`src/sv/bca_pkg.sv`:
```
// shared types, widths and step codes for the cubic bezier arc length block
`default_nettype none

package bca_pkg;

    localparam int COORD_W     = 24;
    localparam int N_W         = 8;
    localparam int CNT_W       = 12;
    localparam int MAX_SAMPLES = 255;
    localparam int LEN_W       = 27;
    localparam int SUM_W       = LEN_W + 1;
    localparam logic [LEN_W-1:0] LEN_MAX = {LEN_W{1'b1}};

    localparam int T_W        = 16;
    localparam int U_W        = T_W + 1;
    localparam int DIV_W      = N_W + 1;
    localparam int DIV_STEPS  = T_W;
    localparam int DCNT_W     = $clog2(DIV_STEPS);
    localparam logic [U_W-1:0] ONE_Q16 = {1'b1, {T_W{1'b0}}};

    localparam int SQP_W = 2 * U_W;
    localparam int W_W   = 33;
    localparam int WR_W  = 50;
    localparam logic [WR_W-1:0] ROUND_W = WR_W'(32'h8000);

    localparam int MA_W = 35;
    localparam int MB_W = 26;
    localparam int MP_W = MA_W + MB_W;
    localparam logic signed [MP_W-1:0] ROUND_C = MP_W'(64'sh8000_0000);

    localparam int D_W = 26;
    localparam int SQ_W       = 52;
    localparam int SQRT_STEPS = SQ_W / 2;
    localparam int ROOT_W     = SQRT_STEPS;
    localparam int REM_W      = SQRT_STEPS + 3;
    localparam int SCNT_W     = $clog2(SQRT_STEPS);

    localparam int QDEPTH = 2;
    localparam int QPTR_W = $clog2(QDEPTH);
    localparam int QCNT_W = $clog2(QDEPTH + 1);

    // multiply sequencer steps
    localparam int STEP_W = 5;
    localparam logic [STEP_W-1:0] MS_UU  = 5'd0;
    localparam logic [STEP_W-1:0] MS_TT  = 5'd1;
    localparam logic [STEP_W-1:0] MS_U3  = 5'd2;
    localparam logic [STEP_W-1:0] MS_T3  = 5'd3;
    localparam logic [STEP_W-1:0] MS_U2T = 5'd4;
    localparam logic [STEP_W-1:0] MS_T2U = 5'd5;
    localparam logic [STEP_W-1:0] MS_X0  = 5'd6;
    localparam logic [STEP_W-1:0] MS_X1  = 5'd7;
    localparam logic [STEP_W-1:0] MS_X2  = 5'd8;
    localparam logic [STEP_W-1:0] MS_X3  = 5'd9;
    localparam logic [STEP_W-1:0] MS_Y0  = 5'd10;
    localparam logic [STEP_W-1:0] MS_Y1  = 5'd11;
    localparam logic [STEP_W-1:0] MS_Y2  = 5'd12;
    localparam logic [STEP_W-1:0] MS_Y3  = 5'd13;
    localparam logic [STEP_W-1:0] MS_DXX = 5'd14;
    localparam logic [STEP_W-1:0] MS_DYS = 5'd15;
    localparam logic [STEP_W-1:0] MS_DYY = 5'd16;
    localparam logic [STEP_W-1:0] MS_LAST = 5'd17;

    typedef logic signed [COORD_W-1:0] coord_t;

    typedef struct packed {
        coord_t         start_x;
        coord_t         start_y;
        coord_t         ctrl_a_x;
        coord_t         ctrl_a_y;
        coord_t         ctrl_b_x;
        coord_t         ctrl_b_y;
        coord_t         end_x;
        coord_t         end_y;
        logic [N_W-1:0] sample_count;
    } req_t;

    typedef struct packed {
        logic [LEN_W-1:0] arc_length;
        logic             saturated;
    } rsp_t;

    typedef struct packed {
        coord_t         cx0;
        coord_t         cy0;
        coord_t         cx1;
        coord_t         cy1;
        coord_t         cx2;
        coord_t         cy2;
        coord_t         cx3;
        coord_t         cy3;
        logic [N_W-1:0] n;
    } job_t;

    typedef struct packed {
        logic valid;
        job_t job;
    } qport_t;

    typedef enum logic [2:0] {
        ST_IDLE,
        ST_DIV,
        ST_MUL,
        ST_SQRT,
        ST_ACC,
        ST_OUT
    } state_t;

endpackage

`default_nettype wire

```
`src/sv/bca_req_if.sv`:
```
// request channel carrying the control points and sample count
`default_nettype none

interface bca_req_if;
    import bca_pkg::*;

    logic valid;
    logic ready;
    req_t data;

    modport source (output valid, output data, input ready);
    modport sink (input valid, input data, output ready);
endinterface

`default_nettype wire

```
`src/sv/bca_rsp_if.sv`:
```
// result channel carrying the arc length
`default_nettype none

interface bca_rsp_if;
    import bca_pkg::*;

    logic valid;
    logic ready;
    rsp_t data;

    modport source (output valid, output data, input ready);
    modport sink (input valid, input data, output ready);
endinterface

`default_nettype wire

```
`src/sv/cubic_bezier_arc_length_top.sv`:
```
// cubic bezier polyline arc length, top level
// req carries the four control points (signed Q16.8) and the interior sample
// count; a request is taken when req.valid and req.ready are both high.
// rsp returns one result per request: the summed chord length (Q19.8) and a
// flag that is set when the sum clipped at its maximum.
// the front end clamps the sample count and writes a two-entry queue, so two
// requests can wait while the engine works on a third.
// each interior sample passes through the parameter divider, the shared
// multiplier, the bit-serial square root and the sum; the closing chord skips
// the divider and enters the multiplier sequence partway through. the engine
// works on one request at a time and takes the next from the queue only once
// the result of the last has been loaded into the output register.
// reset empties the queue, drops any result held in the output register and
// returns the engine to idle.
// a stalled receiver holds the result in the output register; the engine
// finishes its current request and then waits until the register frees.
`default_nettype none

module cubic_bezier_arc_length_top (
    input  logic       clk,
    input  logic       rst_n,
    bca_req_if.sink    req,
    bca_rsp_if.source  rsp
);
    import bca_pkg::*;

    qport_t qwr;
    qport_t qrd;
    logic   q_full;
    logic   q_pop;

    bca_front u_front (
        .req    (req),
        .q_full (q_full),
        .qwr    (qwr)
    );

    bca_queue u_queue (
        .clk   (clk),
        .rst_n (rst_n),
        .qwr   (qwr),
        .full  (q_full),
        .qrd   (qrd),
        .pop   (q_pop)
    );

    bca_back u_back (
        .clk     (clk),
        .rst_n   (rst_n),
        .qrd     (qrd),
        .job_pop (q_pop),
        .rsp     (rsp)
    );

endmodule

`default_nettype wire

```
`src/sv/bca_front.sv`:
```
// front end: takes requests, limits the sample count and forms queue entries
`default_nettype none

module bca_front (
    bca_req_if.sink          req,
    input  logic             q_full,
    output bca_pkg::qport_t  qwr
);
    import bca_pkg::*;

    logic [CNT_W-1:0] cnt_ext;
    logic [N_W-1:0]   n_lim;

    assign cnt_ext = CNT_W'(req.data.sample_count);

    always_comb
    begin
        if (cnt_ext > CNT_W'(MAX_SAMPLES))
        begin
            n_lim = N_W'(MAX_SAMPLES);
        end
        else
        begin
            n_lim = req.data.sample_count;
        end
    end

    assign req.ready     = !q_full;
    assign qwr.valid     = req.valid && !q_full;
    assign qwr.job.cx0   = req.data.start_x;
    assign qwr.job.cy0   = req.data.start_y;
    assign qwr.job.cx1   = req.data.ctrl_a_x;
    assign qwr.job.cy1   = req.data.ctrl_a_y;
    assign qwr.job.cx2   = req.data.ctrl_b_x;
    assign qwr.job.cy2   = req.data.ctrl_b_y;
    assign qwr.job.cx3   = req.data.end_x;
    assign qwr.job.cy3   = req.data.end_y;
    assign qwr.job.n     = n_lim;

endmodule

`default_nettype wire

```
`src/sv/bca_queue.sv`:
```
// short job queue between front end and evaluation engine
`default_nettype none

module bca_queue (
    input  logic             clk,
    input  logic             rst_n,
    input  bca_pkg::qport_t  qwr,
    output logic             full,
    output bca_pkg::qport_t  qrd,
    input  logic             pop
);
    import bca_pkg::*;

    job_t              mem_reg [QDEPTH];
    logic [QPTR_W-1:0] wr_ptr_reg;
    logic [QPTR_W-1:0] rd_ptr_reg;
    logic [QCNT_W-1:0] cnt_reg;
    logic              do_push;
    logic              do_pop;

    assign full     = (cnt_reg == QCNT_W'(QDEPTH));
    assign do_push  = qwr.valid && !full;
    assign do_pop   = pop && (cnt_reg != '0);
    assign qrd.valid = (cnt_reg != '0);
    assign qrd.job   = mem_reg[rd_ptr_reg];

    always_ff @(posedge clk or negedge rst_n)
    begin
        if (!rst_n)
        begin
            wr_ptr_reg <= '0;
            rd_ptr_reg <= '0;
            cnt_reg    <= '0;
        end
        else
        begin
            if (do_push)
            begin
                wr_ptr_reg <= wr_ptr_reg + 1'b1;
            end
            if (do_pop)
            begin
                rd_ptr_reg <= rd_ptr_reg + 1'b1;
            end
            if (do_push && !do_pop)
            begin
                cnt_reg <= cnt_reg + 1'b1;
            end
            else if (do_pop && !do_push)
            begin
                cnt_reg <= cnt_reg - 1'b1;
            end
        end
    end

    always_ff @(posedge clk)
    begin
        if (do_push)
        begin
            mem_reg[wr_ptr_reg] <= qwr.job;
        end
    end

    a_cnt_range: assert property (@(posedge clk) disable iff (!rst_n)
        cnt_reg <= QCNT_W'(QDEPTH))
        else $error("queue count out of range");

    a_ptr_gap: assert property (@(posedge clk) disable iff (!rst_n)
        (cnt_reg == '0 || cnt_reg == QCNT_W'(QDEPTH)) |-> (wr_ptr_reg == rd_ptr_reg))
        else $error("queue pointers disagree with count");

    a_pop_nonempty: assert property (@(posedge clk) disable iff (!rst_n)
        (do_pop && !do_push && cnt_reg == QCNT_W'(1)) |=> !qrd.valid)
        else $error("queue shows data after last entry left");

endmodule

`default_nettype wire

```
`src/sv/bca_back.sv`:
```
// evaluation engine: divider, shared multiplier, square root and length sum
`default_nettype none

module bca_back (
    input  logic             clk,
    input  logic             rst_n,
    input  bca_pkg::qport_t  qrd,
    output logic             job_pop,
    bca_rsp_if.source        rsp
);
    import bca_pkg::*;

    state_t state_reg;
    state_t state_next;
    logic   out_load;

    job_t               job_reg;
    logic [N_W-1:0]     i_reg;
    logic               final_reg;
    logic [DCNT_W-1:0]  dcnt_reg;
    logic [STEP_W-1:0]  step_reg;
    logic [SCNT_W-1:0]  scnt_reg;

    logic [DIV_W-1:0]   div_rem_reg;
    logic [T_W-1:0]     q_reg;
    logic [DIV_W-1:0]   divisor;
    logic [DIV_W:0]     rem_dbl;
    logic               rem_ge;

    logic [U_W-1:0]     u;
    logic [SQP_W-1:0]   u2_reg;
    logic [SQP_W-1:0]   t2_reg;
    logic [W_W-1:0]     w0_reg;
    logic [W_W-1:0]     w1_reg;
    logic [W_W-1:0]     w2_reg;
    logic [W_W-1:0]     w3_reg;
    logic [WR_W-1:0]    p_lo;
    logic [WR_W-1:0]    w_r1;
    logic [WR_W-1:0]    w_r3;

    logic signed [MA_W-1:0] mul_a;
    logic signed [MB_W-1:0] mul_b;
    logic signed [MP_W-1:0] prod_reg;
    logic signed [MP_W-1:0] accx_reg;
    logic signed [MP_W-1:0] accy_reg;
    logic signed [MP_W-1:0] rndx;
    logic signed [MP_W-1:0] rndy;
    logic signed [D_W-1:0]  px;
    logic signed [D_W-1:0]  py;
    logic signed [D_W-1:0]  px_reg;
    logic signed [D_W-1:0]  py_reg;
    logic signed [D_W-1:0]  lx_reg;
    logic signed [D_W-1:0]  ly_reg;
    logic signed [D_W-1:0]  dx_reg;
    logic signed [D_W-1:0]  dy_reg;

    logic [SQ_W-1:0]    sq_reg;
    logic [SQ_W-1:0]    val_reg;
    logic [REM_W-1:0]   rem_reg;
    logic [ROOT_W-1:0]  root_reg;
    logic [REM_W-1:0]   rem_sh;
    logic [REM_W-1:0]   trial;

    logic [LEN_W-1:0]   sum_reg;
    logic [SUM_W-1:0]   sum_add;
    logic               rsp_valid_reg;
    rsp_t               rsp_data_reg;

    assign divisor = DIV_W'(job_reg.n) + 1'b1;
    assign rem_dbl = {div_rem_reg, 1'b0};
    assign rem_ge  = (rem_dbl >= {1'b0, divisor});
    assign u       = ONE_Q16 - U_W'(q_reg);

    assign p_lo = prod_reg[WR_W-1:0];
    assign w_r1 = p_lo + ROUND_W;
    assign w_r3 = p_lo + {p_lo[WR_W-2:0], 1'b0} + ROUND_W;

    assign rndx = accx_reg + ROUND_C;
    assign rndy = accy_reg + ROUND_C;
    assign px   = final_reg ? D_W'(job_reg.cx3) : rndx[32+D_W-1:32];
    assign py   = final_reg ? D_W'(job_reg.cy3) : rndy[32+D_W-1:32];

    assign rem_sh  = {rem_reg[REM_W-3:0], val_reg[SQ_W-1:SQ_W-2]};
    assign trial   = REM_W'({root_reg, 2'b01});
    assign sum_add = SUM_W'(sum_reg) + SUM_W'(root_reg);

    assign rsp.valid = rsp_valid_reg;
    assign rsp.data  = rsp_data_reg;

    always_comb
    begin
        mul_a = '0;
        mul_b = '0;
        case (step_reg)
            MS_UU:
            begin
                mul_a = $signed({{(MA_W-U_W){1'b0}}, u});
                mul_b = $signed({{(MB_W-U_W){1'b0}}, u});
            end
            MS_TT:
            begin
                mul_a = $signed({{(MA_W-T_W){1'b0}}, q_reg});
                mul_b = $signed({{(MB_W-T_W){1'b0}}, q_reg});
            end
            MS_U3:
            begin
                mul_a = $signed({{(MA_W-SQP_W){1'b0}}, u2_reg});
                mul_b = $signed({{(MB_W-U_W){1'b0}}, u});
            end
            MS_T3:
            begin
                mul_a = $signed({{(MA_W-SQP_W){1'b0}}, t2_reg});
                mul_b = $signed({{(MB_W-T_W){1'b0}}, q_reg});
            end
            MS_U2T:
            begin
                mul_a = $signed({{(MA_W-SQP_W){1'b0}}, u2_reg});
                mul_b = $signed({{(MB_W-T_W){1'b0}}, q_reg});
            end
            MS_T2U:
            begin
                mul_a = $signed({{(MA_W-SQP_W){1'b0}}, t2_reg});
                mul_b = $signed({{(MB_W-U_W){1'b0}}, u});
            end
            MS_X0:
            begin
                mul_a = $signed({{(MA_W-W_W){1'b0}}, w0_reg});
                mul_b = MB_W'(job_reg.cx0);
            end
            MS_X1:
            begin
                mul_a = $signed({{(MA_W-W_W){1'b0}}, w1_reg});
                mul_b = MB_W'(job_reg.cx1);
            end
            MS_X2:
            begin
                mul_a = $signed({{(MA_W-W_W){1'b0}}, w2_reg});
                mul_b = MB_W'(job_reg.cx2);
            end
            MS_X3:
            begin
                mul_a = $signed({{(MA_W-W_W){1'b0}}, w3_reg});
                mul_b = MB_W'(job_reg.cx3);
            end
            MS_Y0:
            begin
                mul_a = $signed({{(MA_W-W_W){1'b0}}, w0_reg});
                mul_b = MB_W'(job_reg.cy0);
            end
            MS_Y1:
            begin
                mul_a = $signed({{(MA_W-W_W){1'b0}}, w1_reg});
                mul_b = MB_W'(job_reg.cy1);
            end
            MS_Y2:
            begin
                mul_a = $signed({{(MA_W-W_W){1'b0}}, w2_reg});
                mul_b = MB_W'(job_reg.cy2);
            end
            MS_Y3:
            begin
                mul_a = $signed({{(MA_W-W_W){1'b0}}, w3_reg});
                mul_b = MB_W'(job_reg.cy3);
            end
            MS_DXX:
            begin
                mul_a = MA_W'(dx_reg);
                mul_b = MB_W'(dx_reg);
            end
            MS_DYY:
            begin
                mul_a = MA_W'(dy_reg);
                mul_b = MB_W'(dy_reg);
            end
            default:
            begin
                mul_a = '0;
                mul_b = '0;
            end
        endcase
    end

    always_comb
    begin
        state_next = state_reg;
        job_pop    = 1'b0;
        out_load   = 1'b0;
        case (state_reg)
            ST_IDLE:
            begin
                if (qrd.valid)
                begin
                    job_pop    = 1'b1;
                    state_next = (qrd.job.n == '0) ? ST_MUL : ST_DIV;
                end
            end
            ST_DIV:
            begin
                if (dcnt_reg == DCNT_W'(DIV_STEPS - 1))
                begin
                    state_next = ST_MUL;
                end
            end
            ST_MUL:
            begin
                if (step_reg == MS_LAST)
                begin
                    state_next = ST_SQRT;
                end
            end
            ST_SQRT:
            begin
                if (scnt_reg == SCNT_W'(SQRT_STEPS - 1))
                begin
                    state_next = ST_ACC;
                end
            end
            ST_ACC:
            begin
                if (final_reg)
                begin
                    state_next = ST_OUT;
                end
                else if (i_reg == job_reg.n)
                begin
                    state_next = ST_MUL;
                end
                else
                begin
                    state_next = ST_DIV;
                end
            end
            ST_OUT:
            begin
                if (!rsp_valid_reg || rsp.ready)
                begin
                    out_load   = 1'b1;
                    state_next = ST_IDLE;
                end
            end
            default:
            begin
                state_next = ST_IDLE;
            end
        endcase
    end

    always_ff @(posedge clk or negedge rst_n)
    begin
        if (!rst_n)
        begin
            state_reg <= ST_IDLE;
        end
        else
        begin
            state_reg <= state_next;
        end
    end

    always_ff @(posedge clk or negedge rst_n)
    begin
        if (!rst_n)
        begin
            rsp_valid_reg <= 1'b0;
            final_reg     <= 1'b0;
            i_reg         <= '0;
            dcnt_reg      <= '0;
            step_reg      <= '0;
            scnt_reg      <= '0;
        end
        else
        begin
            if (out_load)
            begin
                rsp_valid_reg <= 1'b1;
            end
            else if (rsp.ready)
            begin
                rsp_valid_reg <= 1'b0;
            end
            case (state_reg)
                ST_IDLE:
                begin
                    if (job_pop)
                    begin
                        final_reg <= (qrd.job.n == '0);
                        i_reg     <= N_W'(1);
                        dcnt_reg  <= '0;
                        step_reg  <= (qrd.job.n == '0) ? MS_Y1 : MS_UU;
                    end
                end
                ST_DIV:
                begin
                    dcnt_reg <= dcnt_reg + 1'b1;
                    step_reg <= MS_UU;
                end
                ST_MUL:
                begin
                    step_reg <= step_reg + 1'b1;
                    scnt_reg <= '0;
                end
                ST_SQRT:
                begin
                    scnt_reg <= scnt_reg + 1'b1;
                end
                ST_ACC:
                begin
                    if (!final_reg)
                    begin
                        if (i_reg == job_reg.n)
                        begin
                            final_reg <= 1'b1;
                            step_reg  <= MS_Y1;
                        end
                        else
                        begin
                            i_reg    <= i_reg + 1'b1;
                            dcnt_reg <= '0;
                        end
                    end
                end
                default:
                begin
                    final_reg <= final_reg;
                end
            endcase
        end
    end

    always_ff @(posedge clk)
    begin
        if (out_load)
        begin
            rsp_data_reg.arc_length <= sum_reg;
            rsp_data_reg.saturated  <= (sum_reg == LEN_MAX);
        end
        case (state_reg)
            ST_IDLE:
            begin
                if (job_pop)
                begin
                    job_reg     <= qrd.job;
                    lx_reg      <= D_W'(qrd.job.cx0);
                    ly_reg      <= D_W'(qrd.job.cy0);
                    sum_reg     <= '0;
                    div_rem_reg <= DIV_W'(1);
                end
            end
            ST_DIV:
            begin
                div_rem_reg <= rem_ge ? DIV_W'(rem_dbl - {1'b0, divisor}) : DIV_W'(rem_dbl);
                q_reg       <= {q_reg[T_W-2:0], rem_ge};
            end
            ST_MUL:
            begin
                prod_reg <= MP_W'(mul_a) * MP_W'(mul_b);
                case (step_reg)
                    MS_TT:  u2_reg <= prod_reg[SQP_W-1:0];
                    MS_U3:  t2_reg <= prod_reg[SQP_W-1:0];
                    MS_T3:  w0_reg <= w_r1[16+W_W-1:16];
                    MS_U2T: w3_reg <= w_r1[16+W_W-1:16];
                    MS_T2U: w1_reg <= w_r3[16+W_W-1:16];
                    MS_X0:  w2_reg <= w_r3[16+W_W-1:16];
                    MS_X1:  accx_reg <= prod_reg;
                    MS_X2:  accx_reg <= accx_reg + prod_reg;
                    MS_X3:  accx_reg <= accx_reg + prod_reg;
                    MS_Y0:  accx_reg <= accx_reg + prod_reg;
                    MS_Y1:
                    begin
                        accy_reg <= prod_reg;
                        px_reg   <= px;
                        dx_reg   <= px - lx_reg;
                    end
                    MS_Y2:  accy_reg <= accy_reg + prod_reg;
                    MS_Y3:  accy_reg <= accy_reg + prod_reg;
                    MS_DXX: accy_reg <= accy_reg + prod_reg;
                    MS_DYS:
                    begin
                        sq_reg <= prod_reg[SQ_W-1:0];
                        py_reg <= py;
                        dy_reg <= py - ly_reg;
                    end
                    MS_LAST:
                    begin
                        val_reg  <= sq_reg + prod_reg[SQ_W-1:0];
                        rem_reg  <= '0;
                        root_reg <= '0;
                        lx_reg   <= px_reg;
                        ly_reg   <= py_reg;
                    end
                    default:
                    begin
                        sq_reg <= sq_reg;
                    end
                endcase
            end
            ST_SQRT:
            begin
                val_reg <= {val_reg[SQ_W-3:0], 2'b00};
                if (rem_sh >= trial)
                begin
                    rem_reg  <= rem_sh - trial;
                    root_reg <= {root_reg[ROOT_W-2:0], 1'b1};
                end
                else
                begin
                    rem_reg  <= rem_sh;
                    root_reg <= {root_reg[ROOT_W-2:0], 1'b0};
                end
            end
            ST_ACC:
            begin
                if (sum_add >= SUM_W'(LEN_MAX))
                begin
                    sum_reg <= LEN_MAX;
                end
                else
                begin
                    sum_reg <= sum_add[LEN_W-1:0];
                end
                div_rem_reg <= DIV_W'(i_reg) + 1'b1;
            end
            default:
            begin
                sum_reg <= sum_reg;
            end
        endcase
    end

    a_div_rem: assert property (@(posedge clk) disable iff (!rst_n)
        (state_reg == ST_DIV) |-> (div_rem_reg < divisor))
        else $error("divider remainder not below divisor");

    a_final_step: assert property (@(posedge clk) disable iff (!rst_n)
        (state_reg == ST_MUL && final_reg) |-> (step_reg >= MS_Y1))
        else $error("closing chord ran weight steps");

    a_pop_start: assert property (@(posedge clk) disable iff (!rst_n)
        job_pop |=> (state_reg == ST_DIV || state_reg == ST_MUL))
        else $error("engine did not start after pop");

    a_sample_idx: assert property (@(posedge clk) disable iff (!rst_n)
        (state_reg == ST_DIV) |-> (i_reg != '0 && i_reg <= job_reg.n))
        else $error("sample index out of range");

endmodule

`default_nettype wire

```
`src/flat_wrapper.sv`:
```
// flat-port wrapper written by rule: the top's interface ports become plain ports
module cubic_bezier_arc_length_top_flat import bca_pkg::*;
  (clk, rst_n, req_valid, req_data, req_ready, rsp_valid, rsp_data, rsp_ready);
  bca_req_if req_i ();
  bca_rsp_if rsp_i ();
  input  logic clk;
  input  logic rst_n;
  input wire logic [$bits(req_i.valid)-1:0] req_valid;
  input wire logic [$bits(req_i.data)-1:0] req_data;
  output wire logic [$bits(req_i.ready)-1:0] req_ready;
  output wire logic [$bits(rsp_i.valid)-1:0] rsp_valid;
  output wire logic [$bits(rsp_i.data)-1:0] rsp_data;
  input wire logic [$bits(rsp_i.ready)-1:0] rsp_ready;
  assign req_i.valid = req_valid;
  assign req_i.data = req_data;
  assign req_ready = req_i.ready;
  assign rsp_valid = rsp_i.valid;
  assign rsp_data = rsp_i.data;
  assign rsp_i.ready = rsp_ready;
  cubic_bezier_arc_length_top u_core (.clk(clk), .rst_n(rst_n), .req(req_i), .rsp(rsp_i));
endmodule
```
`config.mk`:
```
export PLATFORM = sky130hd
export DESIGN_NAME = cubic_bezier_arc_length_top_flat
export DESIGN_NICKNAME = d
export VERILOG_FILES = /design/src/sv/bca_pkg.sv /design/src/sv/bca_req_if.sv /design/src/sv/bca_rsp_if.sv /design/src/sv/cubic_bezier_arc_length_top.sv /design/src/sv/bca_front.sv /design/src/sv/bca_queue.sv /design/src/sv/bca_back.sv /design/src/flat_wrapper.sv
export SDC_FILE = /design/constraint.sdc
export NUM_CORES = 2
export LEC_CHECK = 0
export BUFFER_PORTS_ARGS = -buffer_cell sky130_fd_sc_hd__buf_2
export CAP_MARGIN = 20
export CORE_MARGIN = 2
export CORE_UTILIZATION = 53
export CTS_CLUSTER_DIAMETER = 120
export DETAILED_ROUTE_END_ITERATION = 12
export PLACE_DENSITY = 0.69
export SYNTH_ARGS = -nofsm -noshare
export SYNTH_HDL_FRONTEND = slang
export SYNTH_HIERARCHICAL = 1
export SYNTH_SLANG_ARGS = --single-unit
export TNS_END_PERCENT = 10
```
`constraint.sdc`:
```
create_clock -name clk -period 33.9 [get_ports clk]
set_clock_uncertainty 0.15 [all_clocks]
set_input_delay 3.39 -clock clk [delete_from_list [all_inputs] [get_ports clk]]
set_output_delay 3.39 -clock clk [all_outputs]
set_load 0.02 [all_outputs]
```
Word level (Yosys, flattened, before mapping) --
Memory sizes are Yosys's and may differ from the RTL's. Index checks and enable logic that the tools add are counted.
Operators by class: add/sub/neg operators 24, $mul 1, muxes and demuxes 64, magnitude comparators 4, eq/ne operators 36, reductions and logical operators 52
Operators with widths (count):
- $pmux W35 S10 | 1
- $pmux W26 S12 | 1
- $pmux W61 S2 | 2
- $mux W26 | 7
- $pmux W26 S2 | 3
- $add A61 B61 Y61 | 2
- $add A58 B33 Y58 const B | 2
- $mux W27 | 4
- $pmux W27 S2 | 2
- $pmux W52 S2 | 1
- $add A49 B16 Y49 const B | 2
- $mul A35 B26 Y61 | 1
- $add A52 B52 Y52 | 1
- $mux W52 | 1
- $sub A26 B26 Y26 | 2
- $add A49 B49 Y49 | 1
- $eq A5 B4 Y1 const B | 8
- $mux W8 | 4
- $ge A29 B28 Y1 | 1
- $add A27 B26 Y28 | 1
- $ge A28 B27 Y1 const B | 1
- $reduce_and A2 Y1 | 14
- $eq A27 B27 Y1 const B | 1
- $pmux W9 S3 | 1
- other kinds (50) | 117
Word-level totals: memories 1, flip-flop bits (word level) 1007, bits of input ports 204, bits in writable memories 400
Memory list:
- u_core.u_queue.mem_reg | depth 2, width 200, rd ports 1, clocked after memory_dff 0, write ports 1, line bca_queue.sv:14 | job_t mem_reg [QDEPTH];

Logic depth before layout (Yosys ltp) --
depth after elaboration 8, gate-level depth with buffers 39, gate-level depth less buffers 37

Modules after synthesis --
The synthesis kept the hierarchy.
By module, submodules not included:
- bca_back | cells each 8493, times used 1, seq. area each 29713.5 µm², area each 85525.8 µm²
- bca_queue | cells each 641, times used 1, seq. area each 12111.6 µm², area each 14702.9 µm²
- bca_front | cells each 202, times used 1, seq. area each 0.0 µm², area each 1511.4 µm²

Worst setup path before layout --
No wires, ideal clock.
path kind register to register, start register u_core.u_back.state_reg[0], end register u_core.u_queue.cnt_reg[1], data required time 33.671 ns, setup slack 16.950 ns, library setup time 0.079 ns, data arrival time 16.720 ns, cell stages (with the launch flop) 7, cells stage by stage dfrtp_1 > clkbuf_1 > nor3_1 > nand2_1 > ha_1 > nor2_1 > xor2_1
Between the ends: cells in the longest elaborated chain, start to end 6, elaborated cells between the ends (all ways) 8
RTL lines:
- start, declared | line bca_back.sv:13 | state_t state_reg;
- start signal, assigned | line bca_back.sv:256 | state_reg <= state_next;
- $logic_not A3 Y1 * | line bca_back.sv:188 | case (state_reg)
- $mux W1 * | line bca_back.sv:188
- named net u_core.q_pop | line cubic_bezier_arc_length_top.sv:30 | logic q_pop;
- $logic_and A1 B1 Y1 * | line bca_queue.sv:23 | assign do_pop = pop && (cnt_reg != '0);
- $logic_not A1 Y1 | line bca_queue.sv:45 | if (do_push && !do_pop)
- $logic_and A1 B1 Y1 | line bca_queue.sv:45
- $mux W2 or $reduce_bool A2 Y1 (tied branches)
- end signal, assigned | line bca_queue.sv:47 | cnt_reg <= cnt_reg + 1'b1;
- end signal, assigned | line bca_queue.sv:51 | cnt_reg <= cnt_reg - 1'b1;
- end, declared | line bca_queue.sv:17 | logic [QCNT_W-1:0] cnt_reg;
The timed path passes the listed nets; every way through them passes the cells marked *. A chain may end at the register's enable or synchronous reset.

Worst setup path in the final report --
start register u_core.u_back.q_reg[0], end register u_core.u_back.prod_reg[54] (data pin)
Between the ends: cells in the longest elaborated chain, start to end 3, elaborated cells between the ends (all ways) 4
RTL lines:
- start, declared | line bca_back.sv:25 | logic [T_W-1:0] q_reg;
- start signal, assigned | line bca_back.sv:352 | q_reg <= {q_reg[T_W-2:0], rem_ge};
- $sub A17 B16 Y17 | line bca_back.sv:72 | assign u = ONE_Q16 - U_W'(q_reg);
- $pmux W26 S12 or $pmux W35 S10 (tied branches) | line bca_back.sv:94 | case (step_reg)
- $mul A35 B26 Y61 * | line bca_back.sv:356 | prod_reg <= MP_W'(mul_a) * MP_W'(mul_b);
- end signal, assigned | line bca_back.sv:356
- end, declared | line bca_back.sv:43 | logic signed [MP_W-1:0] prod_reg;
Every way passes the cells marked *; elsewhere a longest branch is shown, timed or not.

==> reports/metrics.yaml <==
met1Wirelength_um: 119100
grt-ovfl-total: 0
first_global_vias: 71780
vias_per_cell: 5.973
synth_top_area_share_pct: 40.35
gp_congestion: 0.9709
dr.first_iter.drc_count: 7462
slew_viol_final: 0
routed_wl_um: 296000
setup_violations: 0
cts_made_buffers: 148
final_nets: 10980
period_share_pct: 33.44
cp_slowest_cell: "a2111oi_4"
final_antenna_net_count: 0
worstSetupEndpointType: "flop"
antenna_found_initial: 14
io_pins: 234
min_path_cells: 1
grt_max_degree: 149
largest_reg_flops: 400
critPathLaunchType: "flop"
ys_async_sr_fraction_pct: 2.217
h-tree-depth: 4
grt_first_pass_wirelength_um: 445100
synth_most_common_cell: "edfxtp_1"
fill_cells: 15620
firstDrtPassIters: 8
ff_latch_area_um2: 41830
cts_setup_buffers: 0
min-delay-start: "u_core/u_queue/cnt_reg[1]"
dr_wl_met3_um: 32250
rr_endpoint: "u_core/u_back/prod_reg[54]"
clock_path_buffers: 3
ys_seq_area_share_pct: 41.11
ys_seq_elements: 1398
grt_setup_unrepaired: "no"
clock_sinks: 1398
post-synth-top-area-cell: "edfxtp_1"
dr_wl_met2_um: 128200
cts_root_buffer: "clkbuf_16"
hold_viol_final: 0
required_ps: 34300
critPathMaxStageDelay_ps: 950
crit_arrival_ps: 11740
setup_tns_ps: 0
die_area_um2: 195500
syn-cell-area_um2: 101700
design.core.area_um2: 190400
synthTopCellsByCount: "1367 x edfxtp_1, 1173 x nand2_1, 1161 x inv_1"
post-route-util_pct: 57.62
max_freq_mhz: 88.22
dpl.hpwl_um: 219100
drive_gt1_share_pct: 9.690
hp-class: "flop to flop"
crit_type: "flop to flop"
top_layer: "met5"
cts_tree: "yes"
relSlewSlack_pct: 15.71
area_delta_synth_final_pct: 7.822
die_w_um: 442.1
reg2reg_from: "u_core/u_back/q_reg[0]"
grt_usage_pct: 30.22
syn_nets: 10990
yosysWarnings: 6
synth_edf_count: 1367
worst_slew_pin_slew_ps: 1264
initial_core_util_pct: 53.44
syn_avg_cell_area_um2: 10.90
syn-instance-count: 9336
holdPathEnd: "u_core/u_queue/cnt_reg[1]"
rr_worst_depth: 33
fp-row-count: 160
cap_viol_max_count: 0
cts-resized-gates: 0
synthDistinctLibCells: 89
clk_pin_slew_ps: 60
cp_common_cell: "fa_1"
reg2reg_setup_slack_ps: 22570
cp_max_fo: 10
portBuffers: 233
multi_input_area_um2: 52930
period_minus_slack_ps: 11330
drc: 0
wl_per_cell_um: 24.73
die_h_um: 442.1
insertion_delay_ps: 820
fin_area_um2: 109700
num_vias: 71500
ys_top_cells_by_area: "edfxtp_1 40%, fa_1 18%, ha_1 6.7%, nand2_1 4.3%, inv_1 4.3%"
cts_hold_buf: 0
status: "completed"
synth_ff_type: "edfxtp_1"
postPlaceCellArea_um2: 104600
-- through the flow --
step | hold slack [ps] | cells | setup slack, ps
2_1_floorplan | 274.4 | 9336 | 16950
3_3_place_gp | 323.7 | 11690 | 22470
3_5_place_dp | 323.1 | 11690 | 22700
4_1_cts | 340.1 | 11960 | 22640
5_1_grt | 353.2 | 11970 | 21920
6_report | 340.4 | 11970 | 22570
-- worst max-delay path by stage --
stage	endpoint	slack, ps	startpoint	depth (start not counted)
floorplan	u_core/u_queue/cnt_reg[1]	16950	u_core/u_back/state_reg[0]	6
global placement	u_core/u_back/prod_reg[54]	22470	u_core/u_back/q_reg[0]	32
detailed placement	u_core/u_back/prod_reg[54]	22700	u_core/u_back/q_reg[1]	33
CTS	u_core/u_back/prod_reg[54]	22640	u_core/u_back/q_reg[0]	33
global route	u_core/u_back/prod_reg[54]	21920	u_core/u_back/q_reg[0]	33
finish	u_core/u_back/prod_reg[54]	22570	u_core/u_back/q_reg[0]	33
-- placed cells by master, fill, tap and decap left out, drive strengths merged, types with 61 or more instances in the layout --
cell | synthesis | layout
buf | 254 | 387
xnor2 | 262 | 262
xor2 | 192 | 192
mux2 | 204 | 204
o21ai | 313 | 313
nand3 | 143 | 143
a22oi | 128 | 128
nor2 | 752 | 752
fa | 904 | 904
nand2b | 61 | 61
clkinv | 2 | 69
a21o | 174 | 174
clkbuf | 287 | 169
inv | 1162 | 1173
edfxtp | 1367 | 1367
ha | 543 | 543
nand4 | 76 | 76
nor3 | 92 | 92
a21oi | 430 | 430
nand2 | 1173 | 1173
-- logic make-up (layout without fill, tap and decap cells) --
| kind of cell | after synthesis | in the layout | share of synthesized area (%) |
|---|---|---|---|
| simple gates | 2577 | 2577 | 10.95 |
| buf+inv | 1705 | 1822 | 7.220 |
| compound gates | 1518 | 1518 | 9.761 |
| fa+ha+maj | 1447 | 1447 | 24.47 |
| flops | 1398 | 1398 | 41.11 |
| xor+xnor | 454 | 454 | 3.916 |
| mux | 237 | 237 | 2.583 |
| other cells | 0 | 6 | 0 |
-- final cells by class --
cell class / count / share of cell area, %
Multi-Input combinational cell: 6233 / 48.25
Sequential cell: 1398 / 38.13
Inverter: 1164 / 3.985
Clock buffer: 169 / 3.495
Tap cell: 2511 / 2.864
Timing Repair Buffer: 387 / 2.167
Clock inverter: 102 / 1.088
Antenna cell: 6 / 0.01369
-- critical path, delay by kind of cell, from the launching register on --
kind	cells	cell delay [ps]
AND/OR/NAND/NOR	6	2040
flip-flops	1	480
adder cells (fa/ha/maj)	9	4180
AO/OA/AOI/OAI	11	3570
buffers and inverters	5	300
XOR/XNOR	2	330
-- layer usage --
metal	global-route usage, %	vias to the layer above
li1	-	31540
met1	41.70	35530
met2	44.83	3722
met3	7.475	696
met4	14.61	4
met5	0	-
Power is left out: the tool's default activity adds up to more than one toggle a clock period on the data nets, which glitch-free logic cannot reach.
